File: config.mk
export PLATFORM = sky130hd
export DESIGN_NAME = frequency_load_shed_controller
export DESIGN_NICKNAME = d
export VERILOG_FILES = /design/src/hw/rtl/fls_pkg.sv /design/src/hw/rtl/fls_arith.sv /design/src/hw/rtl/frequency_load_shed_controller.sv
export SDC_FILE = /design/constraint.sdc
export NUM_CORES = 1
export LEC_CHECK = 0
export BUFFER_PORTS_ARGS = -buffer_cell sky130_fd_sc_hd__clkbuf_2
export CAP_MARGIN = 5
export CORE_ASPECT_RATIO = 1.75
export CORE_UTILIZATION = 40
export CTS_CLUSTER_SIZE = 14
export DETAILED_ROUTE_END_ITERATION = 10
export PLACE_DENSITY_LB_ADDON = 0.1
export SYNTH_ARGS = -nofsm -noshare
export SYNTH_HDL_FRONTEND = slang
export SYNTH_SLANG_ARGS = --single-unit
File: constraint.sdc
create_clock -name clock -period 9.05 [get_ports clock]
set_input_delay 1.81 -clock clock [delete_from_list [all_inputs] [get_ports clock]]
set_output_delay 1.81 -clock clock [all_outputs]
set_load 0.1 [all_outputs]
File: src/hw/rtl/fls_pkg.sv
package fls_pkg;

   // Field widths.
   localparam int FREQ_W  = 22;
   localparam int ROC_W   = 32;
   localparam int COUNT_W = 16;
   localparam int MASK_W  = 8;
   localparam int SHED_W  = 4;
   localparam int STATE_W = 2;
   localparam int DATA_W  = 32;
   localparam int ADDR_W  = 3;

   // Number of switchable loads.
   localparam int NUM_LOADS = 8;

   // Serial arithmetic: one quotient bit and one multiplier bit per cycle.
   localparam int DIV_STEPS = FREQ_W;
   localparam int MUL_STEPS = FREQ_W;
   localparam int STEP_W    = $clog2(FREQ_W);
   localparam int PROD_W    = 2 * FREQ_W + 2;
   localparam int ROC_SHIFT = 8;

   // 16000 Hz in units of 1/256 Hz.
   localparam logic [FREQ_W-1:0] DIVIDEND = FREQ_W'(4096000);

   // Register reset values: 43.7 Hz and 0.6 Hz/s in 1/256 units.
   localparam logic [FREQ_W-1:0] FREQ_THR_RESET = FREQ_W'(11187);
   localparam logic [ROC_W-1:0]  ROC_THR_RESET  = ROC_W'(154);

   // Register index, taken from the byte address.
   localparam logic REG_FREQ_THR = 1'b0;
   localparam logic REG_ROC_THR  = 1'b1;

   // Request kinds.
   localparam logic KIND_SAMPLE = 1'b0;
   localparam logic KIND_TIMER  = 1'b1;

   typedef enum logic [STATE_W-1:0] {
      ST_STABLE    = 2'd0,
      ST_SHED      = 2'd1,
      ST_MONITOR   = 2'd2,
      ST_RECONNECT = 2'd3
   } fsm_state_type;

   typedef enum logic [1:0] {
      DIR_NONE      = 2'd0,
      DIR_SHED      = 2'd1,
      DIR_RECONNECT = 2'd2
   } dir_type;

   typedef enum logic [1:0] {
      CT_IDLE   = 2'd0,
      CT_CALC   = 2'd1,
      CT_FINISH = 2'd2
   } ctrl_state_type;

   typedef enum logic [2:0] {
      AR_IDLE = 3'd0,
      AR_DIV  = 3'd1,
      AR_PREP = 3'd2,
      AR_MUL  = 3'd3,
      AR_SAT  = 3'd4
   } ar_phase_type;

   typedef struct packed {
      logic start;
   } ar_ctl_type;

   typedef struct packed {
      logic busy;
      logic done;
   } ar_sts_type;

endpackage

File: src/hw/rtl/fls_arith.sv
module fls_arith (
   input  logic                              clock,
   input  logic                              reset,
   input  fls_pkg::ar_ctl_type               ctl,
   input  logic [fls_pkg::COUNT_W-1:0]       raw_count,
   input  logic [fls_pkg::FREQ_W-1:0]        cur_freq,
   output fls_pkg::ar_sts_type               sts,
   output logic [fls_pkg::FREQ_W-1:0]        freq,
   output logic signed [fls_pkg::ROC_W-1:0]  roc
);

   localparam int FW  = fls_pkg::FREQ_W;
   localparam int CW  = fls_pkg::COUNT_W;
   localparam int PW  = fls_pkg::PROD_W;
   localparam int RW  = fls_pkg::ROC_W;
   localparam int SW  = fls_pkg::STEP_W;
   localparam int TOP = RW - 1 + fls_pkg::ROC_SHIFT;

   fls_pkg::ar_phase_type phase_ff, phase_in;
   logic [SW-1:0]         cnt_ff, cnt_in;

   logic [CW:0]    rem_ff, rem_in;
   logic [FW-1:0]  quo_ff, quo_in;
   logic [CW-1:0]  dvs_ff, dvs_in;
   logic [FW:0]    mcand_ff, mcand_in;
   logic [FW+1:0]  hi_ff, hi_in;
   logic [FW-1:0]  lo_ff, lo_in;
   logic [RW-1:0]  roc_ff, roc_in;

   logic [CW:0]    rem_sh;
   logic [CW:0]    rem_sub;
   logic           fits;
   logic [FW+1:0]  addend;
   logic [FW+1:0]  psum;
   logic [PW-1:0]  prod;
   logic           in_range;
   logic [RW-1:0]  roc_sat;

   // Restoring division step: the dividend shifts out of the top of the
   // quotient register while quotient bits shift in at the bottom.
   assign rem_sh  = {rem_ff[CW-1:0], quo_ff[FW-1]};
   assign fits    = rem_sh >= {1'b0, dvs_ff};
   assign rem_sub = rem_sh - {1'b0, dvs_ff};

   // Shift-and-add multiply of the signed difference by the unsigned frequency.
   assign addend = lo_ff[0] ? {mcand_ff[FW], mcand_ff} : '0;
   assign psum   = hi_ff + addend;

   // Dropping the low eight bits of a two's complement product is a floor
   // division by 256; the rest is saturated to the 32-bit range.
   assign prod     = {hi_ff, lo_ff};
   assign in_range = (&prod[PW-1:TOP]) || !(|prod[PW-1:TOP]);
   assign roc_sat  = in_range ? prod[TOP:fls_pkg::ROC_SHIFT]
                              : (prod[PW-1] ? {1'b1, {(RW-1){1'b0}}}
                                            : {1'b0, {(RW-1){1'b1}}});

   always_comb begin
      phase_in = phase_ff;
      cnt_in   = cnt_ff;
      rem_in   = rem_ff;
      quo_in   = quo_ff;
      dvs_in   = dvs_ff;
      mcand_in = mcand_ff;
      hi_in    = hi_ff;
      lo_in    = lo_ff;
      roc_in   = roc_ff;
      unique case (phase_ff)
         fls_pkg::AR_IDLE: begin
            if (ctl.start) begin
               phase_in = fls_pkg::AR_DIV;
               cnt_in   = '0;
               rem_in   = '0;
               quo_in   = fls_pkg::DIVIDEND;
               dvs_in   = raw_count;
            end
         end
         fls_pkg::AR_DIV: begin
            rem_in = fits ? rem_sub : rem_sh;
            quo_in = {quo_ff[FW-2:0], fits};
            cnt_in = cnt_ff + SW'(1);
            if (cnt_ff == SW'(fls_pkg::DIV_STEPS - 1)) begin
               phase_in = fls_pkg::AR_PREP;
            end
         end
         fls_pkg::AR_PREP: begin
            mcand_in = {1'b0, quo_ff} - {1'b0, cur_freq};
            hi_in    = '0;
            lo_in    = quo_ff;
            cnt_in   = '0;
            phase_in = fls_pkg::AR_MUL;
         end
         fls_pkg::AR_MUL: begin
            hi_in  = {psum[FW+1], psum[FW+1:1]};
            lo_in  = {psum[0], lo_ff[FW-1:1]};
            cnt_in = cnt_ff + SW'(1);
            if (cnt_ff == SW'(fls_pkg::MUL_STEPS - 1)) begin
               phase_in = fls_pkg::AR_SAT;
            end
         end
         fls_pkg::AR_SAT: begin
            roc_in   = roc_sat;
            phase_in = fls_pkg::AR_IDLE;
         end
         default: begin
            phase_in = fls_pkg::AR_IDLE;
         end
      endcase
   end

   always_ff @(posedge clock) begin
      if (reset) begin
         phase_ff <= fls_pkg::AR_IDLE;
         cnt_ff   <= '0;
      end else begin
         phase_ff <= phase_in;
         cnt_ff   <= cnt_in;
      end
   end

   always_ff @(posedge clock) begin
      rem_ff   <= rem_in;
      quo_ff   <= quo_in;
      dvs_ff   <= dvs_in;
      mcand_ff <= mcand_in;
      hi_ff    <= hi_in;
      lo_ff    <= lo_in;
      roc_ff   <= roc_in;
   end

   assign sts.busy = (phase_ff != fls_pkg::AR_IDLE);
   assign sts.done = (phase_ff == fls_pkg::AR_SAT);
   assign freq     = quo_ff;
   assign roc      = roc_ff;

endmodule

File: src/hw/rtl/frequency_load_shed_controller.sv
// Channel   Direction  Handshake           Payload
// req       in         req_valid/req_stall req_kind, req_raw_count
// rsp       out        rsp_valid/rsp_stall load_mask, frequency, rate_of_change,
//                                          machine_state, restart_timer, bad_count
// csr       in/out     psel/penable/pready freq_threshold @0x0, roc_threshold @0x4
//
// For a frequency sample the serial divider produces one quotient bit a cycle, then the
// serial multiplier consumes one frequency bit a cycle, followed by set-up, saturation
// and commit. Timer requests and zero counts skip the arithmetic and go to commit.
// One request is worked on at a time; req_stall is high while it is in progress.
// A result waiting on rsp_stall does not block acceptance of the next request;
// only the commit of that request waits for the output register to free.
// Reset is synchronous and restores the thresholds and the relay state.
module frequency_load_shed_controller (
   input  logic                              clock,
   input  logic                              reset,
   input  logic                              req_valid,
   output logic                              req_stall,
   input  logic                              req_kind,
   input  logic [fls_pkg::COUNT_W-1:0]       req_raw_count,
   output logic                              rsp_valid,
   input  logic                              rsp_stall,
   output logic [fls_pkg::MASK_W-1:0]        rsp_load_mask,
   output logic [fls_pkg::FREQ_W-1:0]        rsp_frequency,
   output logic signed [fls_pkg::ROC_W-1:0]  rsp_rate_of_change,
   output logic [fls_pkg::STATE_W-1:0]       rsp_machine_state,
   output logic                              rsp_restart_timer,
   output logic                              rsp_bad_count,
   input  logic                              psel,
   input  logic                              penable,
   input  logic                              pwrite,
   input  logic [fls_pkg::ADDR_W-1:0]        paddr,
   input  logic [fls_pkg::DATA_W-1:0]        pwdata,
   output logic [fls_pkg::DATA_W-1:0]        prdata,
   output logic                              pready
);

   localparam int FW = fls_pkg::FREQ_W;
   localparam int RW = fls_pkg::ROC_W;
   localparam int MW = fls_pkg::MASK_W;
   localparam int HW = fls_pkg::SHED_W;

   // Configuration registers.
   logic [FW-1:0]         fthr_ff;
   logic signed [RW-1:0]  rthr_ff;
   logic                  csr_write;

   // Request control.
   fls_pkg::ctrl_state_type ctrl_ff, ctrl_in;
   logic                    kind_ff;
   logic                    bad_ff;
   logic                    accept;
   logic                    sample_ok;
   logic                    slot_free;
   logic                    commit;

   // Arithmetic unit.
   fls_pkg::ar_ctl_type   ar_ctl;
   fls_pkg::ar_sts_type   ar_sts;
   logic [FW-1:0]         ar_freq;
   logic signed [RW-1:0]  ar_roc;

   // Relay state.
   fls_pkg::fsm_state_type fsm_state_ff, fsm_state_in;
   fls_pkg::dir_type       dir_ff, dir_in;
   logic                   timeout_ff, timeout_in;
   logic [HW-1:0]          shed_count_ff, shed_count_in;
   logic [MW-1:0]          mask_ff, mask_in;
   logic [FW-1:0]          cur_freq_ff;

   logic [FW-1:0]          f_sel;
   logic signed [RW-1:0]   roc_sel;
   logic                   timeout_eff;
   logic                   unstable;
   logic                   recovering;
   logic                   restart;
   logic [HW-1:0]          shed_dec;

   // Output register.
   logic                   rsp_valid_ff;
   logic [MW-1:0]          rsp_mask_ff;
   logic [FW-1:0]          rsp_freq_ff;
   logic signed [RW-1:0]   rsp_roc_ff;
   logic [fls_pkg::STATE_W-1:0] rsp_state_ff;
   logic                   rsp_restart_ff;
   logic                   rsp_bad_ff;

   // ---------------------------------------------------------------- config
   assign pready    = 1'b1;
   assign csr_write = psel && penable && pwrite && pready;
   assign prdata    = (paddr[2] == fls_pkg::REG_ROC_THR) ? rthr_ff
                                                         : {{(32-FW){1'b0}}, fthr_ff};

   // --------------------------------------------------------------- control
   assign accept    = req_valid && !req_stall;
   assign sample_ok = (req_kind == fls_pkg::KIND_SAMPLE) && (req_raw_count != '0);
   assign slot_free = !rsp_valid_ff || !rsp_stall;

   always_comb begin
      ctrl_in      = ctrl_ff;
      req_stall    = 1'b1;
      ar_ctl.start = 1'b0;
      commit       = 1'b0;
      unique case (ctrl_ff)
         fls_pkg::CT_IDLE: begin
            req_stall = 1'b0;
            if (req_valid) begin
               ar_ctl.start = sample_ok;
               ctrl_in      = sample_ok ? fls_pkg::CT_CALC : fls_pkg::CT_FINISH;
            end
         end
         fls_pkg::CT_CALC: begin
            if (ar_sts.done) begin
               ctrl_in = fls_pkg::CT_FINISH;
            end
         end
         fls_pkg::CT_FINISH: begin
            if (slot_free) begin
               commit  = 1'b1;
               ctrl_in = fls_pkg::CT_IDLE;
            end
         end
         default: begin
            ctrl_in = fls_pkg::CT_IDLE;
         end
      endcase
   end

   fls_arith u_arith (
      .clock     (clock),
      .reset     (reset),
      .ctl       (ar_ctl),
      .raw_count (req_raw_count),
      .cur_freq  (cur_freq_ff),
      .sts       (ar_sts),
      .freq      (ar_freq),
      .roc       (ar_roc)
   );

   // ------------------------------------------------------------ relay logic
   // A timer request keeps the frequency, counts as a rate of zero and marks
   // the timeout before the transition is decided.
   assign f_sel       = (kind_ff == fls_pkg::KIND_TIMER) ? cur_freq_ff : ar_freq;
   assign roc_sel     = (kind_ff == fls_pkg::KIND_TIMER) ? '0 : ar_roc;
   assign timeout_eff = timeout_ff || (kind_ff == fls_pkg::KIND_TIMER);
   assign unstable    = (f_sel < fthr_ff) || (roc_sel > rthr_ff);
   assign recovering  = (f_sel > fthr_ff) || (roc_sel < rthr_ff);
   assign shed_dec    = shed_count_ff - HW'(1);

   always_comb begin
      fsm_state_in  = fsm_state_ff;
      dir_in        = dir_ff;
      timeout_in    = timeout_eff;
      shed_count_in = shed_count_ff;
      mask_in       = mask_ff;
      restart       = 1'b0;

      unique case (fsm_state_ff)
         fls_pkg::ST_STABLE: begin
            fsm_state_in = unstable ? fls_pkg::ST_SHED : fls_pkg::ST_STABLE;
         end
         fls_pkg::ST_SHED: begin
            fsm_state_in = fls_pkg::ST_MONITOR;
         end
         fls_pkg::ST_MONITOR: begin
            if (timeout_eff && (dir_ff == fls_pkg::DIR_SHED)) begin
               fsm_state_in = fls_pkg::ST_SHED;
            end else if (timeout_eff && (dir_ff == fls_pkg::DIR_RECONNECT)) begin
               fsm_state_in = fls_pkg::ST_RECONNECT;
            end
         end
         fls_pkg::ST_RECONNECT: begin
            fsm_state_in = (shed_count_ff == '0) ? fls_pkg::ST_STABLE
                                                 : fls_pkg::ST_MONITOR;
         end
         default: begin
            fsm_state_in = fls_pkg::ST_STABLE;
         end
      endcase

      unique case (fsm_state_in)
         fls_pkg::ST_SHED: begin
            // Loads go lowest index first; with all of them off nothing moves.
            if (shed_count_ff < HW'(fls_pkg::NUM_LOADS)) begin
               mask_in       = mask_ff & ~(MW'(1) << shed_count_ff[2:0]);
               shed_count_in = shed_count_ff + HW'(1);
            end
            dir_in     = fls_pkg::DIR_NONE;
            timeout_in = 1'b0;
         end
         fls_pkg::ST_MONITOR: begin
            if (dir_ff == fls_pkg::DIR_NONE) begin
               dir_in  = unstable ? fls_pkg::DIR_SHED : fls_pkg::DIR_RECONNECT;
               restart = 1'b1;
            end else if ((dir_ff == fls_pkg::DIR_SHED) && recovering) begin
               dir_in  = fls_pkg::DIR_RECONNECT;
               restart = 1'b1;
            end else if ((dir_ff == fls_pkg::DIR_RECONNECT) && unstable) begin
               dir_in  = fls_pkg::DIR_SHED;
               restart = 1'b1;
            end
         end
         fls_pkg::ST_RECONNECT: begin
            // Restored in reverse order: the most recently shed load first.
            if (shed_count_ff != '0) begin
               shed_count_in = shed_dec;
               mask_in       = mask_ff | (MW'(1) << shed_dec[2:0]);
            end
            dir_in     = fls_pkg::DIR_NONE;
            timeout_in = 1'b0;
         end
         default: begin
         end
      endcase
   end

   // ------------------------------------------------------------- registers
   always_ff @(posedge clock) begin
      if (reset) begin
         fthr_ff       <= fls_pkg::FREQ_THR_RESET;
         rthr_ff       <= fls_pkg::ROC_THR_RESET;
         ctrl_ff       <= fls_pkg::CT_IDLE;
         fsm_state_ff  <= fls_pkg::ST_STABLE;
         dir_ff        <= fls_pkg::DIR_NONE;
         timeout_ff    <= 1'b0;
         shed_count_ff <= '0;
         mask_ff       <= '1;
         cur_freq_ff   <= '0;
         rsp_valid_ff  <= 1'b0;
      end else begin
         ctrl_ff <= ctrl_in;
         if (csr_write) begin
            if (paddr[2] == fls_pkg::REG_ROC_THR) begin
               rthr_ff <= pwdata;
            end else begin
               fthr_ff <= pwdata[FW-1:0];
            end
         end
         if (commit && !bad_ff) begin
            fsm_state_ff  <= fsm_state_in;
            dir_ff        <= dir_in;
            timeout_ff    <= timeout_in;
            shed_count_ff <= shed_count_in;
            mask_ff       <= mask_in;
            cur_freq_ff   <= f_sel;
         end
         if (commit) begin
            rsp_valid_ff <= 1'b1;
         end else if (!rsp_stall) begin
            rsp_valid_ff <= 1'b0;
         end
      end
   end

   always_ff @(posedge clock) begin
      if (accept) begin
         kind_ff <= req_kind;
         bad_ff  <= (req_kind == fls_pkg::KIND_SAMPLE) && (req_raw_count == '0);
      end
      if (commit) begin
         if (bad_ff) begin
            rsp_mask_ff    <= mask_ff;
            rsp_freq_ff    <= cur_freq_ff;
            rsp_roc_ff     <= '0;
            rsp_state_ff   <= fsm_state_ff;
            rsp_restart_ff <= 1'b0;
            rsp_bad_ff     <= 1'b1;
         end else begin
            rsp_mask_ff    <= mask_in;
            rsp_freq_ff    <= f_sel;
            rsp_roc_ff     <= roc_sel;
            rsp_state_ff   <= fsm_state_in;
            rsp_restart_ff <= restart;
            rsp_bad_ff     <= 1'b0;
         end
      end
   end

   assign rsp_valid          = rsp_valid_ff;
   assign rsp_load_mask      = rsp_mask_ff;
   assign rsp_frequency      = rsp_freq_ff;
   assign rsp_rate_of_change = rsp_roc_ff;
   assign rsp_machine_state  = rsp_state_ff;
   assign rsp_restart_timer  = rsp_restart_ff;
   assign rsp_bad_count      = rsp_bad_ff;

   // ------------------------------------------------------------ assertions
   // The connected loads plus shed_count always add up to the mask width.
   a_mask_count: assert property (@(posedge clock) disable iff (reset)
      ($countones(mask_ff) + int'(shed_count_ff)) == MW)
      else $error("connected mask disagrees with shed count");

   a_shed_bound: assert property (@(posedge clock) disable iff (reset)
      shed_count_ff <= HW'(fls_pkg::NUM_LOADS))
      else $error("shed count beyond number of loads");

   // Stable is only reached once every shed load is back.
   a_stable_restored: assert property (@(posedge clock) disable iff (reset)
      (fsm_state_ff == fls_pkg::ST_STABLE) |-> (shed_count_ff == '0))
      else $error("stable state with loads still shed");

   a_arith_owned: assert property (@(posedge clock) disable iff (reset)
      ar_sts.busy |-> (ctrl_ff == fls_pkg::CT_CALC))
      else $error("arithmetic unit busy outside calculation");

   a_commit_shown: assert property (@(posedge clock) disable iff (reset)
      commit |=> rsp_valid)
      else $error("committed result not presented");

endmodule

==> flow_summary.json <==
{
  "grt_setup_unrepaired": "no",
  "cts_hold_repair.buffers": 0,
  "worstSetupPathType": "primary input to output pin",
  "drt-wirelength-per-cell_um": 19.3,
  "coreArea_mm2": 0.0435,
  "grt_pass1_vias": 13100,
  "drv.max_cap_violation_count": 0,
  "fp.dieW_um": 161,
  "drt_first_iter_violations": 726,
  "syn_nets": 1945,
  "cts_made_buffers": 34,
  "powerDensity_mw_per_mm2": 185,
  "place.port_buffers": 156,
  "yosys_warnings": 0,
  "path_clk_slew_ns": 0.06,
  "final_weighted_congestion_in_routability_driven_placement": 0.877,
  "setup.worst_path.start": "paddr[2]",
  "final_util_pct": 46.2,
  "place.detailed.hpwl_um": 36000,
  "design_area_mm2": 0.0201,
  "outcome": "complete, no violations",
  "drt-vias-per-instance": 5.30,
  "total_power_mw": 3.72,
  "slew_viol_final": 0,
  "grt-ovfl-total": 0,
  "timing.slew.headroom_pct": 23.9,
  "worstPathRequired_ns": 7.24,
  "cts.root.buffer_cell": "clkbuf_16",
  "ctsHtreeMaxLevel": 2,
  "effective_utilization_at_floorplan_pct": 40.6,
  "fin_nets": 2077,
  "worst_pin_slew_ns": 1.14,
  "synth_cells": 1759,
  "hold_ws_ns": 0.454,
  "grt_antenna_before_repair": 0,
  "post_synth_top_flop": "edfxtp_1",
  "synthArstFlopShare_pct": 0,
  "synth-edff-count": 222,
  "worstHoldStart": "rthr_ff[22]",
  "clk_latency_ns": 0.53,
  "die_height_um": 280,
  "final_hold_violation_count": 0,
  "clk_path_buf_depth": 3,
  "area_delta_synth_final_pct": 13.7,
  "timing.rr.start": "kind_ff",
  "power.static_leakage_nw": 7.96,
  "final_antenna_net_count": 0,
  "dr_total_vias": 13200,
  "die_area_mm2": 0.0450,
  "proportion_of_synthesized_chip_area_in_sequential_cells_pct": 49.6,
  "rows": 101,
  "most_frequent_standard_cell_in_the_layout_excluding_fill_and_tap_cells": "edfxtp_1",
  "detail_route.drc_violations": 0,
  "fin_worst_skew_ns": 0.0173,
  "layout.cells.most_common_list": "edfxtp_1 (222), nand2_1 (173), clkbuf_2 (155)",
  "post_route_minimum_period_ns": 5.10,
  "drt_first_pass_iters": 7,
  "synthDistinctLibCells": 78,
  "critical_path_arrival_ns": 3.29,
  "worst_setup_path_end_kind": "output pin",
  "ir_worst_vdd_v": 0.000156,
  "post_cts_sizing": 0,
  "clock_sinks": 326,
  "post_cts_buffers": 0,
  "ff2ff_setup_slack_ns": 4.36,
  "syn-cell-area_mm2": 0.0176,
  "multiInputGateArea_mm2": 0.00812,
  "layout-drive-gt1-share_pct": 15.6,
  "cts_tree": "yes",
  "grt_pass1_wl_um": 73900,
  "post-route-period-util_pct": 56.4,
  "seqCellArea_mm2": 0.00875,
  "holdCritPathClass": "register to register",
  "worstPathMaxFanout": 46,
  "global_route.usage.total_pct": 21.4,
  "setup.worst_path.start_class": "primary input",
  "io_pins": 160,
  "n_antenna_cell": 0,
  "totalNegativeSetupSlack_ns": 0,
  "synth-seq-cells": 326,
  "maximum_number_of_pins_on_one_net_before_global_route_repair": 74,
  "num-fill-cells": 4202,
  "finalSetupViolations": 0,
  "detail_route.wirelength_um": 47900,
  "fmaxAchievable_mhz": 196,
  "syn_area_per_cell_um2": 10.0,
  "dpl-instance-area_mm2": 0.0190
}
## routing by layer
metal / vias to the layer above / part of all wire, % / global-route usage (%)
li1: 6507 / - / -
met1: 6297 / 39 / 23.7
met2: 293 / 54 / 41.2
met3: 65 / 3.2 / 2.00
met4: 0 / 3.7 / 8.54
met5: - / 0 / 0
## Yosys cell counts, drive strengths merged (44+ instances only)
master / n / area, um^2
edfxtp: 222 / 6670
nand2: 173 / 649
nor2: 150 / 573
a21oi: 141 / 709
inv: 134 / 503
ha: 124 / 1550
dfxtp: 104 / 2080
and2: 77 / 482
clkbuf: 71 / 267
o21ai: 69 / 353
a21o: 57 / 429
nor2b: 45 / 282
mux2: 44 / 495
## per-stage QoR
step	cells	setup slack, ns
after floorplan	1759	2.37
after global placement	2421	4.00
after detailed placement	2421	3.97
after CTS	2482	3.97
after global routing	2482	3.86
final	2482	3.95
## critical path: stages
cell	delay, ns
clkbuf_2	0.08
buf_4	0.39
inv_1	0.32
nor2_1	0.18
clkbuf_2	0.48
## kinds of logic (layout without fill, tap and decap cells)
| kind of cell | Yosys count | count (layout) | share of synthesized area [%] |
|---|---|---|---|
| AND/OR/NAND/NOR | 582 | 582 | 15.9 |
| AO/OA/AOI/OAI | 406 | 406 | 14.8 |
| flip-flops | 326 | 326 | 49.6 |
| buffers and inverters | 212 | 369 | 4.59 |
| adder cells (fa/ha/maj) | 127 | 127 | 9.13 |
| multiplexers | 56 | 56 | 3.49 |
| XOR/XNOR | 49 | 49 | 2.43 |
| other | 1 | 1 | 0.0213 |
## final timing paths
path,to,depth (start not counted)
worst max-delay path,prdata[29],5
worst min-delay path,rthr_ff[22],2
worst max register to register,rsp_load_mask[4],11
worst min register to register,rthr_ff[22],2
## cell type report
| class | count | share of cell area, % |
|---|---|---|
| well taps | 566 | 3.53 |
| clock buffers | 52 | 4.89 |
| repair buffers | 174 | 4.56 |
| multi-input cells | 1221 | 40.5 |
| inverters | 134 | 2.51 |
| flip-flops and latches | 326 | 43.6 |
| clock inverters | 9 | 0.467 |
## registers in the layout, summed over array words and instances (netlist names), 3 cells and up
name,cells
rsp_rate_of_change,32
rthr_ff,32
u_arith.roc,32
u_arith.hi_ff,23
u_arith.mcand_ff,23
cur_freq_ff,22
fthr_ff,22
rsp_frequency,22
u_arith.freq,22
u_arith.lo_ff,22
u_arith.dvs_ff,16
u_arith.rem_ff,16
mask_ff,8
rsp_load_mask,8
u_arith.cnt_ff,5
shed_count_ff,4
u_arith.phase_ff,3
## where the power goes
part           switching, mW  internal [mW]  total [mW]  leakage (nW)
clock network          0.590          0.806        1.40         0.521
registers             0.0347           1.66        1.70          2.86
logic                  0.421          0.208       0.629          4.58
No activity file was read; power rests on OpenSTA's default activity.
